==> src/rbct_pkg.sv <==
// shared types and constants for the red blob centroid tracker
package rbct_pkg;

    localparam logic [2:0] CFG_FRAME_WIDTH    = 3'd0;
    localparam logic [2:0] CFG_FRAME_HEIGHT   = 3'd1;
    localparam logic [2:0] CFG_DEADZONE       = 3'd2;
    localparam logic [2:0] CFG_AREA_THRESHOLD = 3'd3;
    localparam logic [2:0] CFG_YAW_GAIN       = 3'd4;
    localparam logic [2:0] CFG_PITCH_GAIN     = 3'd5;
    localparam logic [2:0] CFG_SATURATION_MIN = 3'd6;
    localparam logic [2:0] CFG_VALUE_MIN      = 3'd7;

    localparam int CNT_W = 23;
    localparam int SUM_W = 34;

    // frame summary handed from the front end to the back end
    typedef struct packed {
        logic [CNT_W-1:0] count;
        logic [SUM_W-1:0] column_sum;
        logic [SUM_W-1:0] row_sum;
        logic [11:0]      width;
        logic [11:0]      height;
        logic [19:0]      yaw_pos;
        logic [19:0]      pitch_pos;
    } frame_sum_t;

endpackage

==> src/rbct_front.sv <==
// pixel front end: hsv red test over a two stage pipe, counters and sums
module rbct_front #(
    parameter int MAX_WIDTH  = 2048,
    parameter int MAX_HEIGHT = 2048
) (
    input  logic                 clk,
    input  logic                 rst_n,
    input  logic                 pix_valid,
    output logic                 pix_ready,
    input  logic [7:0]           red,
    input  logic [7:0]           green,
    input  logic [7:0]           blue,
    input  logic [11:0]          frame_width,
    input  logic [11:0]          frame_height,
    input  logic [7:0]           saturation_min,
    input  logic [7:0]           value_min,
    input  logic signed [19:0]   yaw_position,
    input  logic signed [19:0]   pitch_position,
    output logic                 sum_valid,
    input  logic                 sum_ready,
    output rbct_pkg::frame_sum_t sum_data
);
    import rbct_pkg::*;

    localparam int CW = $clog2(MAX_WIDTH + 1);
    localparam int RW = $clog2(MAX_HEIGHT + 1);

    // stage one: max, max minus min, hue numerator and offset
    logic [7:0]  v_reg, d_reg;
    logic signed [17:0] tot_reg;
    logic        s1_valid_reg;
    logic [CW-1:0] col1_reg;
    logic [RW-1:0] row1_reg;
    logic        last1_reg;
    logic [11:0] w1_reg, h1_reg;
    logic [19:0] yaw1_reg, pitch1_reg;

    logic [CW-1:0] col_reg;
    logic [RW-1:0] row_reg;
    logic [11:0]   w_c, h_c;
    logic          col_end, row_end;

    // clamp frame size
    always_comb
    begin
        if (frame_width == 12'd0) w_c = 12'd1;
        else if ({20'd0, frame_width} > MAX_WIDTH) w_c = 12'(MAX_WIDTH);
        else w_c = frame_width;
        if (frame_height == 12'd0) h_c = 12'd1;
        else if ({20'd0, frame_height} > MAX_HEIGHT) h_c = 12'(MAX_HEIGHT);
        else h_c = frame_height;
        col_end = (13'(col_reg) + 13'd1) >= {1'b0, w_c};
        row_end = (13'(row_reg) + 13'd1) >= {1'b0, h_c};
    end

    logic [7:0] vmax, vmin;
    logic signed [17:0] tot_c;
    always_comb
    begin
        logic [7:0] d;
        vmax = red;
        if (green > vmax) vmax = green;
        if (blue > vmax) vmax = blue;
        vmin = red;
        if (green < vmin) vmin = green;
        if (blue < vmin) vmin = blue;
        d = vmax - vmin;
        if (vmax == red)
            tot_c = 18'sd30 * ($signed({10'd0, green}) - $signed({10'd0, blue}));
        else if (vmax == green)
            tot_c = 18'sd60 * $signed({10'd0, d})
                  + 18'sd30 * ($signed({10'd0, blue}) - $signed({10'd0, red}));
        else
            tot_c = 18'sd120 * $signed({10'd0, d})
                  + 18'sd30 * ($signed({10'd0, red}) - $signed({10'd0, green}));
        if (tot_c < 0) tot_c = tot_c + 18'sd180 * $signed({10'd0, d});
    end

    // stage two: compare against thresholds without dividing
    // s >= smin  <=> 510d+v >= 2v*smin ; h bounds checked by cross multiply
    logic red_c;
    always_comb
    begin
        logic [19:0] sl, sr;
        logic [19:0] t2;
        logic [19:0] dd;
        logic lo_ok, hi_ok, s_ok, h_ok;
        sl = 20'd510 * {12'd0, d_reg} + {12'd0, v_reg};
        sr = 20'd2 * {12'd0, v_reg} * {12'd0, saturation_min};
        s_ok = (v_reg == 8'd0) ? (saturation_min == 8'd0) : (sl >= sr);
        t2 = 20'(2 * tot_reg) + {12'd0, d_reg};
        dd = {12'd0, d_reg};
        // h = floor(t2/(2d)); h<=10 <=> t2 < 22d ; h>=170 <=> t2 >= 340d
        // h 180 wraps to 0 which is also <= 10
        lo_ok = t2 < 20'd22 * dd;
        hi_ok = (t2 >= 20'd340 * dd) && (t2 < 20'd360 * dd);
        h_ok = (d_reg == 8'd0) || lo_ok || hi_ok || (t2 >= 20'd360 * dd);
        red_c = h_ok && s_ok && (v_reg >= value_min);
    end

    logic [CNT_W-1:0] cnt_reg;
    logic [SUM_W-1:0] csum_reg, rsum_reg;
    logic             out_valid_reg;
    frame_sum_t       out_reg;

    assign pix_ready = !out_valid_reg || sum_ready;
    logic take;
    assign take = pix_valid && pix_ready;

    // raster counters and stage one register
    always_ff @(posedge clk or negedge rst_n)
    begin
        if (!rst_n)
        begin
            col_reg      <= '0;
            row_reg      <= '0;
            s1_valid_reg <= 1'b0;
        end
        else
        begin
            if (pix_ready) s1_valid_reg <= take;
            if (take)
            begin
                if (col_end)
                begin
                    col_reg <= '0;
                    row_reg <= row_end ? '0 : row_reg + 1'b1;
                end
                else
                    col_reg <= col_reg + 1'b1;
            end
        end
    end

    // positions are captured with each pixel so the frame end sees its own
    always_ff @(posedge clk)
    begin
        if (take)
        begin
            v_reg      <= vmax;
            d_reg      <= vmax - vmin;
            tot_reg    <= tot_c;
            col1_reg   <= col_reg;
            row1_reg   <= row_reg;
            last1_reg  <= col_end && row_end;
            w1_reg     <= w_c;
            h1_reg     <= h_c;
            yaw1_reg   <= yaw_position;
            pitch1_reg <= pitch_position;
        end
    end

    // accumulate and hand off the frame summary
    always_ff @(posedge clk or negedge rst_n)
    begin
        if (!rst_n)
        begin
            cnt_reg       <= '0;
            csum_reg      <= '0;
            rsum_reg      <= '0;
            out_valid_reg <= 1'b0;
        end
        else
        begin
            if (sum_ready) out_valid_reg <= 1'b0;
            if (s1_valid_reg && pix_ready)
            begin
                logic [CNT_W-1:0] c_n;
                logic [SUM_W-1:0] cs_n, rs_n;
                c_n  = cnt_reg + CNT_W'(red_c);
                cs_n = csum_reg + (red_c ? SUM_W'(col1_reg) : '0);
                rs_n = rsum_reg + (red_c ? SUM_W'(row1_reg) : '0);
                if (last1_reg)
                begin
                    out_valid_reg      <= 1'b1;
                    out_reg.count      <= c_n;
                    out_reg.column_sum <= cs_n;
                    out_reg.row_sum    <= rs_n;
                    out_reg.width      <= w1_reg;
                    out_reg.height     <= h1_reg;
                    out_reg.yaw_pos    <= yaw1_reg;
                    out_reg.pitch_pos  <= pitch1_reg;
                    cnt_reg  <= '0;
                    csum_reg <= '0;
                    rsum_reg <= '0;
                end
                else
                begin
                    cnt_reg  <= c_n;
                    csum_reg <= cs_n;
                    rsum_reg <= rs_n;
                end
            end
        end
    end

    assign sum_valid = out_valid_reg;
    assign sum_data  = out_reg;
endmodule

==> src/rbct_back.sv <==
// back end: found test, serial division, deadzone, target math, result register
module rbct_back (
    input  logic                 clk,
    input  logic                 rst_n,
    input  logic                 sum_valid,
    output logic                 sum_ready,
    input  rbct_pkg::frame_sum_t sum_data,
    input  logic [11:0]          deadzone_pixels,
    input  logic [29:0]          area_threshold,
    input  logic [23:0]          yaw_gain,
    input  logic [23:0]          pitch_gain,
    output logic                 out_valid,
    input  logic                 out_ready,
    output logic                 blob_found,
    output logic [10:0]          centroid_x,
    output logic [10:0]          centroid_y,
    output logic signed [12:0]   error_x,
    output logic signed [12:0]   error_y,
    output logic signed [19:0]   yaw_cmd,
    output logic signed [19:0]   pitch_cmd,
    output logic                 send_command
);
    import rbct_pkg::*;

    localparam logic [2:0] ST_IDLE = 3'd0;
    localparam logic [2:0] ST_DIV  = 3'd1;
    localparam logic [2:0] ST_ERR  = 3'd2;
    localparam logic [2:0] ST_MUL  = 3'd3;
    localparam logic [2:0] ST_TGT  = 3'd4;
    localparam logic [2:0] ST_OUT  = 3'd5;

    logic [2:0]       state_reg;
    logic [5:0]       step_reg;
    frame_sum_t       f_reg;
    logic             found_reg;
    logic [SUM_W-1:0] qx_reg, qy_reg;
    logic [CNT_W:0]   rx_reg, ry_reg;
    logic signed [12:0] ex_reg, ey_reg;
    logic signed [37:0] px_reg, py_reg;

    assign sum_ready = (state_reg == ST_IDLE);
    assign out_valid = (state_reg == ST_OUT);

    function automatic logic signed [12:0] dz(input logic signed [12:0] e,
                                               input logic [11:0] z);
        logic [12:0] a;
        a = e[12] ? 13'(-e) : 13'(e);
        dz = (a < {1'b0, z}) ? 13'sd0 : e;
    endfunction

    function automatic logic signed [19:0] tgt(input logic signed [19:0] pos,
                                                input logic signed [37:0] dq);
        logic signed [39:0] t;
        t = ({{20{pos[19]}}, pos} <<< 8) + 40'(dq) + 40'sd128;
        t = t >>> 8;
        if (t > 40'sd524287) tgt = 20'sd524287;
        else if (t < -40'sd524288) tgt = -20'sd524288;
        else tgt = t[19:0];
    endfunction

    always_ff @(posedge clk or negedge rst_n)
    begin
        if (!rst_n)
        begin
            state_reg <= ST_IDLE;
            step_reg  <= '0;
        end
        else
        begin
            case (state_reg)
                ST_IDLE:
                begin
                    if (sum_valid)
                    begin
                        f_reg     <= sum_data;
                        found_reg <= ({sum_data.count, 8'd0} - 31'(sum_data.count))
                                     > {1'b0, area_threshold};
                        qx_reg    <= sum_data.column_sum;
                        qy_reg    <= sum_data.row_sum;
                        rx_reg    <= '0;
                        ry_reg    <= '0;
                        step_reg  <= '0;
                        state_reg <= ST_DIV;
                    end
                end
                // restoring division, one quotient bit a cycle
                ST_DIV:
                begin
                    logic [CNT_W:0] tx, ty;
                    tx = {rx_reg[CNT_W-1:0], qx_reg[SUM_W-1]};
                    ty = {ry_reg[CNT_W-1:0], qy_reg[SUM_W-1]};
                    if (tx >= {1'b0, f_reg.count})
                    begin
                        rx_reg <= tx - {1'b0, f_reg.count};
                        qx_reg <= {qx_reg[SUM_W-2:0], 1'b1};
                    end
                    else
                    begin
                        rx_reg <= tx;
                        qx_reg <= {qx_reg[SUM_W-2:0], 1'b0};
                    end
                    if (ty >= {1'b0, f_reg.count})
                    begin
                        ry_reg <= ty - {1'b0, f_reg.count};
                        qy_reg <= {qy_reg[SUM_W-2:0], 1'b1};
                    end
                    else
                    begin
                        ry_reg <= ty;
                        qy_reg <= {qy_reg[SUM_W-2:0], 1'b0};
                    end
                    step_reg <= step_reg + 1'b1;
                    if (step_reg == 6'(SUM_W - 1)) state_reg <= ST_ERR;
                end
                ST_ERR:
                begin
                    if (found_reg)
                    begin
                        ex_reg <= dz(13'($signed({2'b0, f_reg.width[11:1]}))
                                   - $signed({2'b0, qx_reg[10:0]}), deadzone_pixels);
                        ey_reg <= dz(13'($signed({2'b0, f_reg.height[11:1]}))
                                   - $signed({2'b0, qy_reg[10:0]}), deadzone_pixels);
                    end
                    else
                    begin
                        ex_reg <= '0;
                        ey_reg <= '0;
                        qx_reg <= '0;
                        qy_reg <= '0;
                    end
                    state_reg <= ST_MUL;
                end
                ST_MUL:
                begin
                    px_reg <= ex_reg * $signed({1'b0, yaw_gain});
                    py_reg <= -(ey_reg * $signed({1'b0, pitch_gain}));
                    state_reg <= ST_TGT;
                end
                ST_TGT:
                begin
                    blob_found   <= found_reg;
                    centroid_x   <= qx_reg[10:0];
                    centroid_y   <= qy_reg[10:0];
                    error_x      <= ex_reg;
                    error_y      <= ey_reg;
                    yaw_cmd      <= tgt($signed(f_reg.yaw_pos), px_reg);
                    pitch_cmd    <= tgt($signed(f_reg.pitch_pos), py_reg);
                    send_command <= found_reg && (ex_reg != 0 || ey_reg != 0);
                    state_reg    <= ST_OUT;
                end
                ST_OUT:
                begin
                    if (out_ready) state_reg <= ST_IDLE;
                end
                default: state_reg <= ST_IDLE;
            endcase
        end
    end
endmodule

==> src/red_blob_centroid_tracker.sv <==
// top level of the red blob centroid tracker
//
// channel  signals                              direction
// in       in_valid/in_ready, action..pitch      to block
// cfg      cfg_valid/cfg_ready, cfg_index/data   to block
// out      out_valid/out_ready, blob_found..     from block
//
// one pixel beat per cycle, unless the front end is stalled, through a two stage classify pipe in the front end
// frame summaries queue in one register; the back end takes a new summary only once
// its last result is taken, and runs each frame through the 34 step serial divider
// reset clears counters, sums, positions and restores register defaults
// a pending result stalls the front end only once a second frame is finished
module red_blob_centroid_tracker #(
    parameter int MAX_WIDTH  = 2048,
    parameter int MAX_HEIGHT = 2048
) (
    input  logic               clk,
    input  logic               rst_n,
    input  logic               in_valid,
    output logic               in_ready,
    input  logic               action,
    input  logic [7:0]         blue,
    input  logic [7:0]         green,
    input  logic [7:0]         red,
    input  logic               yaw_present,
    input  logic signed [19:0] measured_yaw,
    input  logic               pitch_present,
    input  logic signed [19:0] measured_pitch,
    input  logic               cfg_valid,
    output logic               cfg_ready,
    input  logic [2:0]         cfg_index,
    input  logic [29:0]        cfg_data,
    output logic               out_valid,
    input  logic               out_ready,
    output logic               blob_found,
    output logic [10:0]        centroid_x,
    output logic [10:0]        centroid_y,
    output logic signed [12:0] error_x,
    output logic signed [12:0] error_y,
    output logic signed [19:0] yaw_cmd,
    output logic signed [19:0] pitch_cmd,
    output logic               send_command
);
    import rbct_pkg::*;

    logic [11:0] fw_reg, fh_reg, dz_reg;
    logic [29:0] at_reg;
    logic [23:0] yg_reg, pg_reg;
    logic [7:0]  smin_reg, vmin_reg;
    logic signed [19:0] yaw_reg, pitch_reg;

    logic       pix_ready, sum_valid, sum_ready;
    frame_sum_t sum_data;

    assign cfg_ready = 1'b1;
    assign in_ready  = action ? 1'b1 : pix_ready;

    // configuration registers and joint positions
    always_ff @(posedge clk or negedge rst_n)
    begin
        if (!rst_n)
        begin
            fw_reg    <= 12'd640;
            fh_reg    <= 12'd480;
            dz_reg    <= 12'd20;
            at_reg    <= 30'd1000;
            yg_reg    <= 24'd8389;
            pg_reg    <= 24'd4194;
            smin_reg  <= 8'd120;
            vmin_reg  <= 8'd70;
            yaw_reg   <= '0;
            pitch_reg <= '0;
        end
        else
        begin
            if (cfg_valid)
            begin
                case (cfg_index)
                    CFG_FRAME_WIDTH:    fw_reg   <= cfg_data[11:0];
                    CFG_FRAME_HEIGHT:   fh_reg   <= cfg_data[11:0];
                    CFG_DEADZONE:       dz_reg   <= cfg_data[11:0];
                    CFG_AREA_THRESHOLD: at_reg   <= cfg_data;
                    CFG_YAW_GAIN:       yg_reg   <= cfg_data[23:0];
                    CFG_PITCH_GAIN:     pg_reg   <= cfg_data[23:0];
                    CFG_SATURATION_MIN: smin_reg <= cfg_data[7:0];
                    CFG_VALUE_MIN:      vmin_reg <= cfg_data[7:0];
                    default: ;
                endcase
            end
            if (in_valid && action)
            begin
                if (yaw_present) yaw_reg <= measured_yaw;
                if (pitch_present) pitch_reg <= measured_pitch;
            end
        end
    end

    rbct_front #(.MAX_WIDTH(MAX_WIDTH), .MAX_HEIGHT(MAX_HEIGHT)) u_front (
        .clk(clk), .rst_n(rst_n),
        .pix_valid(in_valid && !action), .pix_ready(pix_ready),
        .red(red), .green(green), .blue(blue),
        .frame_width(fw_reg), .frame_height(fh_reg),
        .saturation_min(smin_reg), .value_min(vmin_reg),
        .yaw_position(yaw_reg), .pitch_position(pitch_reg),
        .sum_valid(sum_valid), .sum_ready(sum_ready), .sum_data(sum_data)
    );

    rbct_back u_back (
        .clk(clk), .rst_n(rst_n),
        .sum_valid(sum_valid), .sum_ready(sum_ready), .sum_data(sum_data),
        .deadzone_pixels(dz_reg), .area_threshold(at_reg),
        .yaw_gain(yg_reg), .pitch_gain(pg_reg),
        .out_valid(out_valid), .out_ready(out_ready),
        .blob_found(blob_found), .centroid_x(centroid_x), .centroid_y(centroid_y),
        .error_x(error_x), .error_y(error_y),
        .yaw_cmd(yaw_cmd), .pitch_cmd(pitch_cmd),
        .send_command(send_command)
    );

    // a stalled result holds its payload
    assert property (@(posedge clk) disable iff (!rst_n)
        out_valid && !out_ready |=> $stable(yaw_cmd) && $stable(error_x))
        else $error("result changed while stalled");

    // command only with a found blob
    assert property (@(posedge clk) disable iff (!rst_n)
        out_valid && send_command |-> blob_found)
        else $error("command without blob");

    // no blob means zero errors
    assert property (@(posedge clk) disable iff (!rst_n)
        out_valid && !blob_found |-> error_x == 0 && error_y == 0)
        else $error("error without blob");
endmodule

==> config.mk <==
export PLATFORM = sky130hd
export DESIGN_NAME = red_blob_centroid_tracker
export DESIGN_NICKNAME = d
export VERILOG_FILES = /design/src/rbct_pkg.sv /design/src/rbct_front.sv /design/src/rbct_back.sv /design/src/red_blob_centroid_tracker.sv
export SDC_FILE = /design/constraint.sdc
export NUM_CORES = 2
export LEC_CHECK = 0
export BUFFER_PORTS_ARGS = -buffer_cell sky130_fd_sc_hd__buf_2
export CORE_UTILIZATION = 45
export CTS_CLUSTER_DIAMETER = 200
export DETAILED_ROUTE_END_ITERATION = 8
export PLACE_DENSITY = 0.67
export SLEW_MARGIN = 20
export SYNTH_ARGS = -nofsm -noshare
export SYNTH_HDL_FRONTEND = slang
export SYNTH_HIERARCHICAL = 1
export SYNTH_SLANG_ARGS = --single-unit
export TNS_END_PERCENT = 5
==> constraint.sdc <==
create_clock -name clk -period 8.54 [get_ports clk]
set_clock_uncertainty 0.05 [all_clocks]
set_input_delay 0.427 -clock clk [delete_from_list [all_inputs] [get_ports clk]]
set_output_delay 0.427 -clock clk [all_outputs]
set_load 0.02 [all_outputs]
==> flow_summary.yaml <==
yosys:
  postSynthAreaPerCell_um2: 10.2
  net_count_after_synthesis: 9523
  synthesis.instances: 7972
  synth.yosys.warnings: 6
  synth.cell_area_um2: 81600
cts:
  cts-root-to-sink-buffers: 3
  clkSinkCount: 942
  cts.root.buffer_cell: "clkbuf_16"
  cts.clk_slew.worst_paths_ps: 70
  worst_skew_pair.late_latency_ps: 780
  htree_levels: 3
  cts-buffers-inserted: 101
  tritoncts_clock_tree: "built"
worst_setup_path:
  rr_worst_depth: 40
  reg_to_reg_startpoint: "u_front/d_reg[3]"
  crit_path_start_kind: "primary input"
  critical-path-max-stage-delay_ps: 580
  cell_class_contributing_the_biggest_share_of_worst_path_delay: "adder cells"
  r2r_setup_slack_ps: -150
  worst_setup_path_end_kind: "flip-flop"
  max_stage_delay_cell_worst_path: "fa_1"
  timing_worst_setup_path_type: "in -> reg"
  critPathRequiredTime_ps: 9010
  worstPathBufferInverterCount: 8
  critical_path.max_fanout: 8
  worst-endpoint-arrival_ps: 9210
  crit-reg2reg-capture: "u_front/csum_reg[20]"
final_layout:
  fin_nets: 10100
  largest_register_ff_count: 153
  layout.cells.most_common_list: "1106 x inv_1, 808 x ha_1, 713 x nand2_1"
  post_route_cells_drive_above_1_share_pct: 17.0
  area.growth.synth_to_final_pct: 15.7
  layout_commonest_cell: "inv_1"
sta:
  period_share_pct: 102
  timing.hold.ws_ps: 97.1
  postLayoutSetupSlackWorst_ps: -196
  upper_clock_frequency_limit_mhz: 114
  min_period_ps: 8740
  maxSlewHeadroom_pct: 29.7
  finalHoldViolCount: 0
  timing_worst_slew_pin_value_ps: 1050
  slew_viol_final: 0
  rsz0062_at_grt: "yes"
  finalSetupViolations: 29
floorplanning:
  pin_count: 198
  rows: 155
  fp.dieH_um: 428
  die_width_um: 428
  die_area_um2: 183000
  coreArea_um2: 179000
  effective_utilization_at_floorplan_pct: 45.5
place:
  port_buffers: 196
  detailedPlace.worstSlack_ps: -1300
  dp_hpwl_um: 159000
  place.gp.congestion: 0.940
grt:
  antenna_found_initial: 15
  grt_pass1_wl_um: 328000
  gr-usage-all-layers_pct: 22.3
  grt_start_max_net_pins: 84
  first_global_vias: 61300
  overflow: 0
worst_hold_path:
  hold-path-endpoint: "pg_reg[20]"
  hold_depth: 2
  hp-start: "cfg_data[20]"
  min-delay-path-class: "in -> reg"
detailed_routing:
  dr.pass1.iters: 6
  drt_wl_total_um: 207000
  detail_route.drc_violations: 0
  vias: 60000
  first_iter_violations: 3408
  post_detailed_route_count_of_antenna_violating_nets: 0
  routed_wire_length_per_instance_um: 18.7
  via_per_inst: 5.43
job:
  maxCapViolCount: 0
run_status:
  run_status: "complete, but fails checks"
  violations_in_the_final_reports: "negative setup slack"
## through the flow
step	setup TNS (ps)	utilization [%]	instance area, µm²	std cells
3_5_place_dp	-88290	49.4	88500	10700
5_1_grt	-40410	52.7	94400	11000
2_1_floorplan	-78730	-	82000	7972
3_3_place_gp	-61590	49.4	88500	10700
4_1_cts	-217	52.1	93400	11000
6_report	-1770	52.7	94400	11000
## repair_timing
item,CTS,global route
hold buffers,56,0
setup buffers,32,27
gates resized for setup,112,198
hold endpoints to repair,137,0
pin swaps,62,165
cloned,2,1
endpoints found under the setup margin,130,123
## per-layer routing
layer  GRT usage, %  up-vias  part of all wire, %
met1           28.2    29700                   42
met2           38.3     1471                   49
met4           9.72        2                  4.4
met5              0        -               0.0063
met3           2.66      376                  4.5
li1               -    28400                    -
## worst max-delay path by stage
stage,end,cells past startpoint,startpoint,slack [ps]
finish,u_front/tot_reg[14],45,green[2],-200
global route,u_front/tot_reg[16],53,green[7],-660
CTS,u_front/tot_reg[15],47,green[2],-110
detailed placement,u_front/tot_reg[15],50,green[2],-1300
global placement,u_front/tot_reg[15],41,green[2],-1100
floorplan,u_front/tot_reg[15],45,green[2],-600
## area by class of cell
type                    count  area [µm²]
repair buffers            778        5660
flip-flops and latches    942       26800
fillers                 15700       84800
well taps                2355        2950
diodes                      8        20.0
inverters                1125        4230
multi-input cells        5647       51100
clock buffers             126        2720
clock inverters            66         891
Power is not shown: default switching activity piles up to over one toggle a cycle in this logic, so the estimate is an artifact.
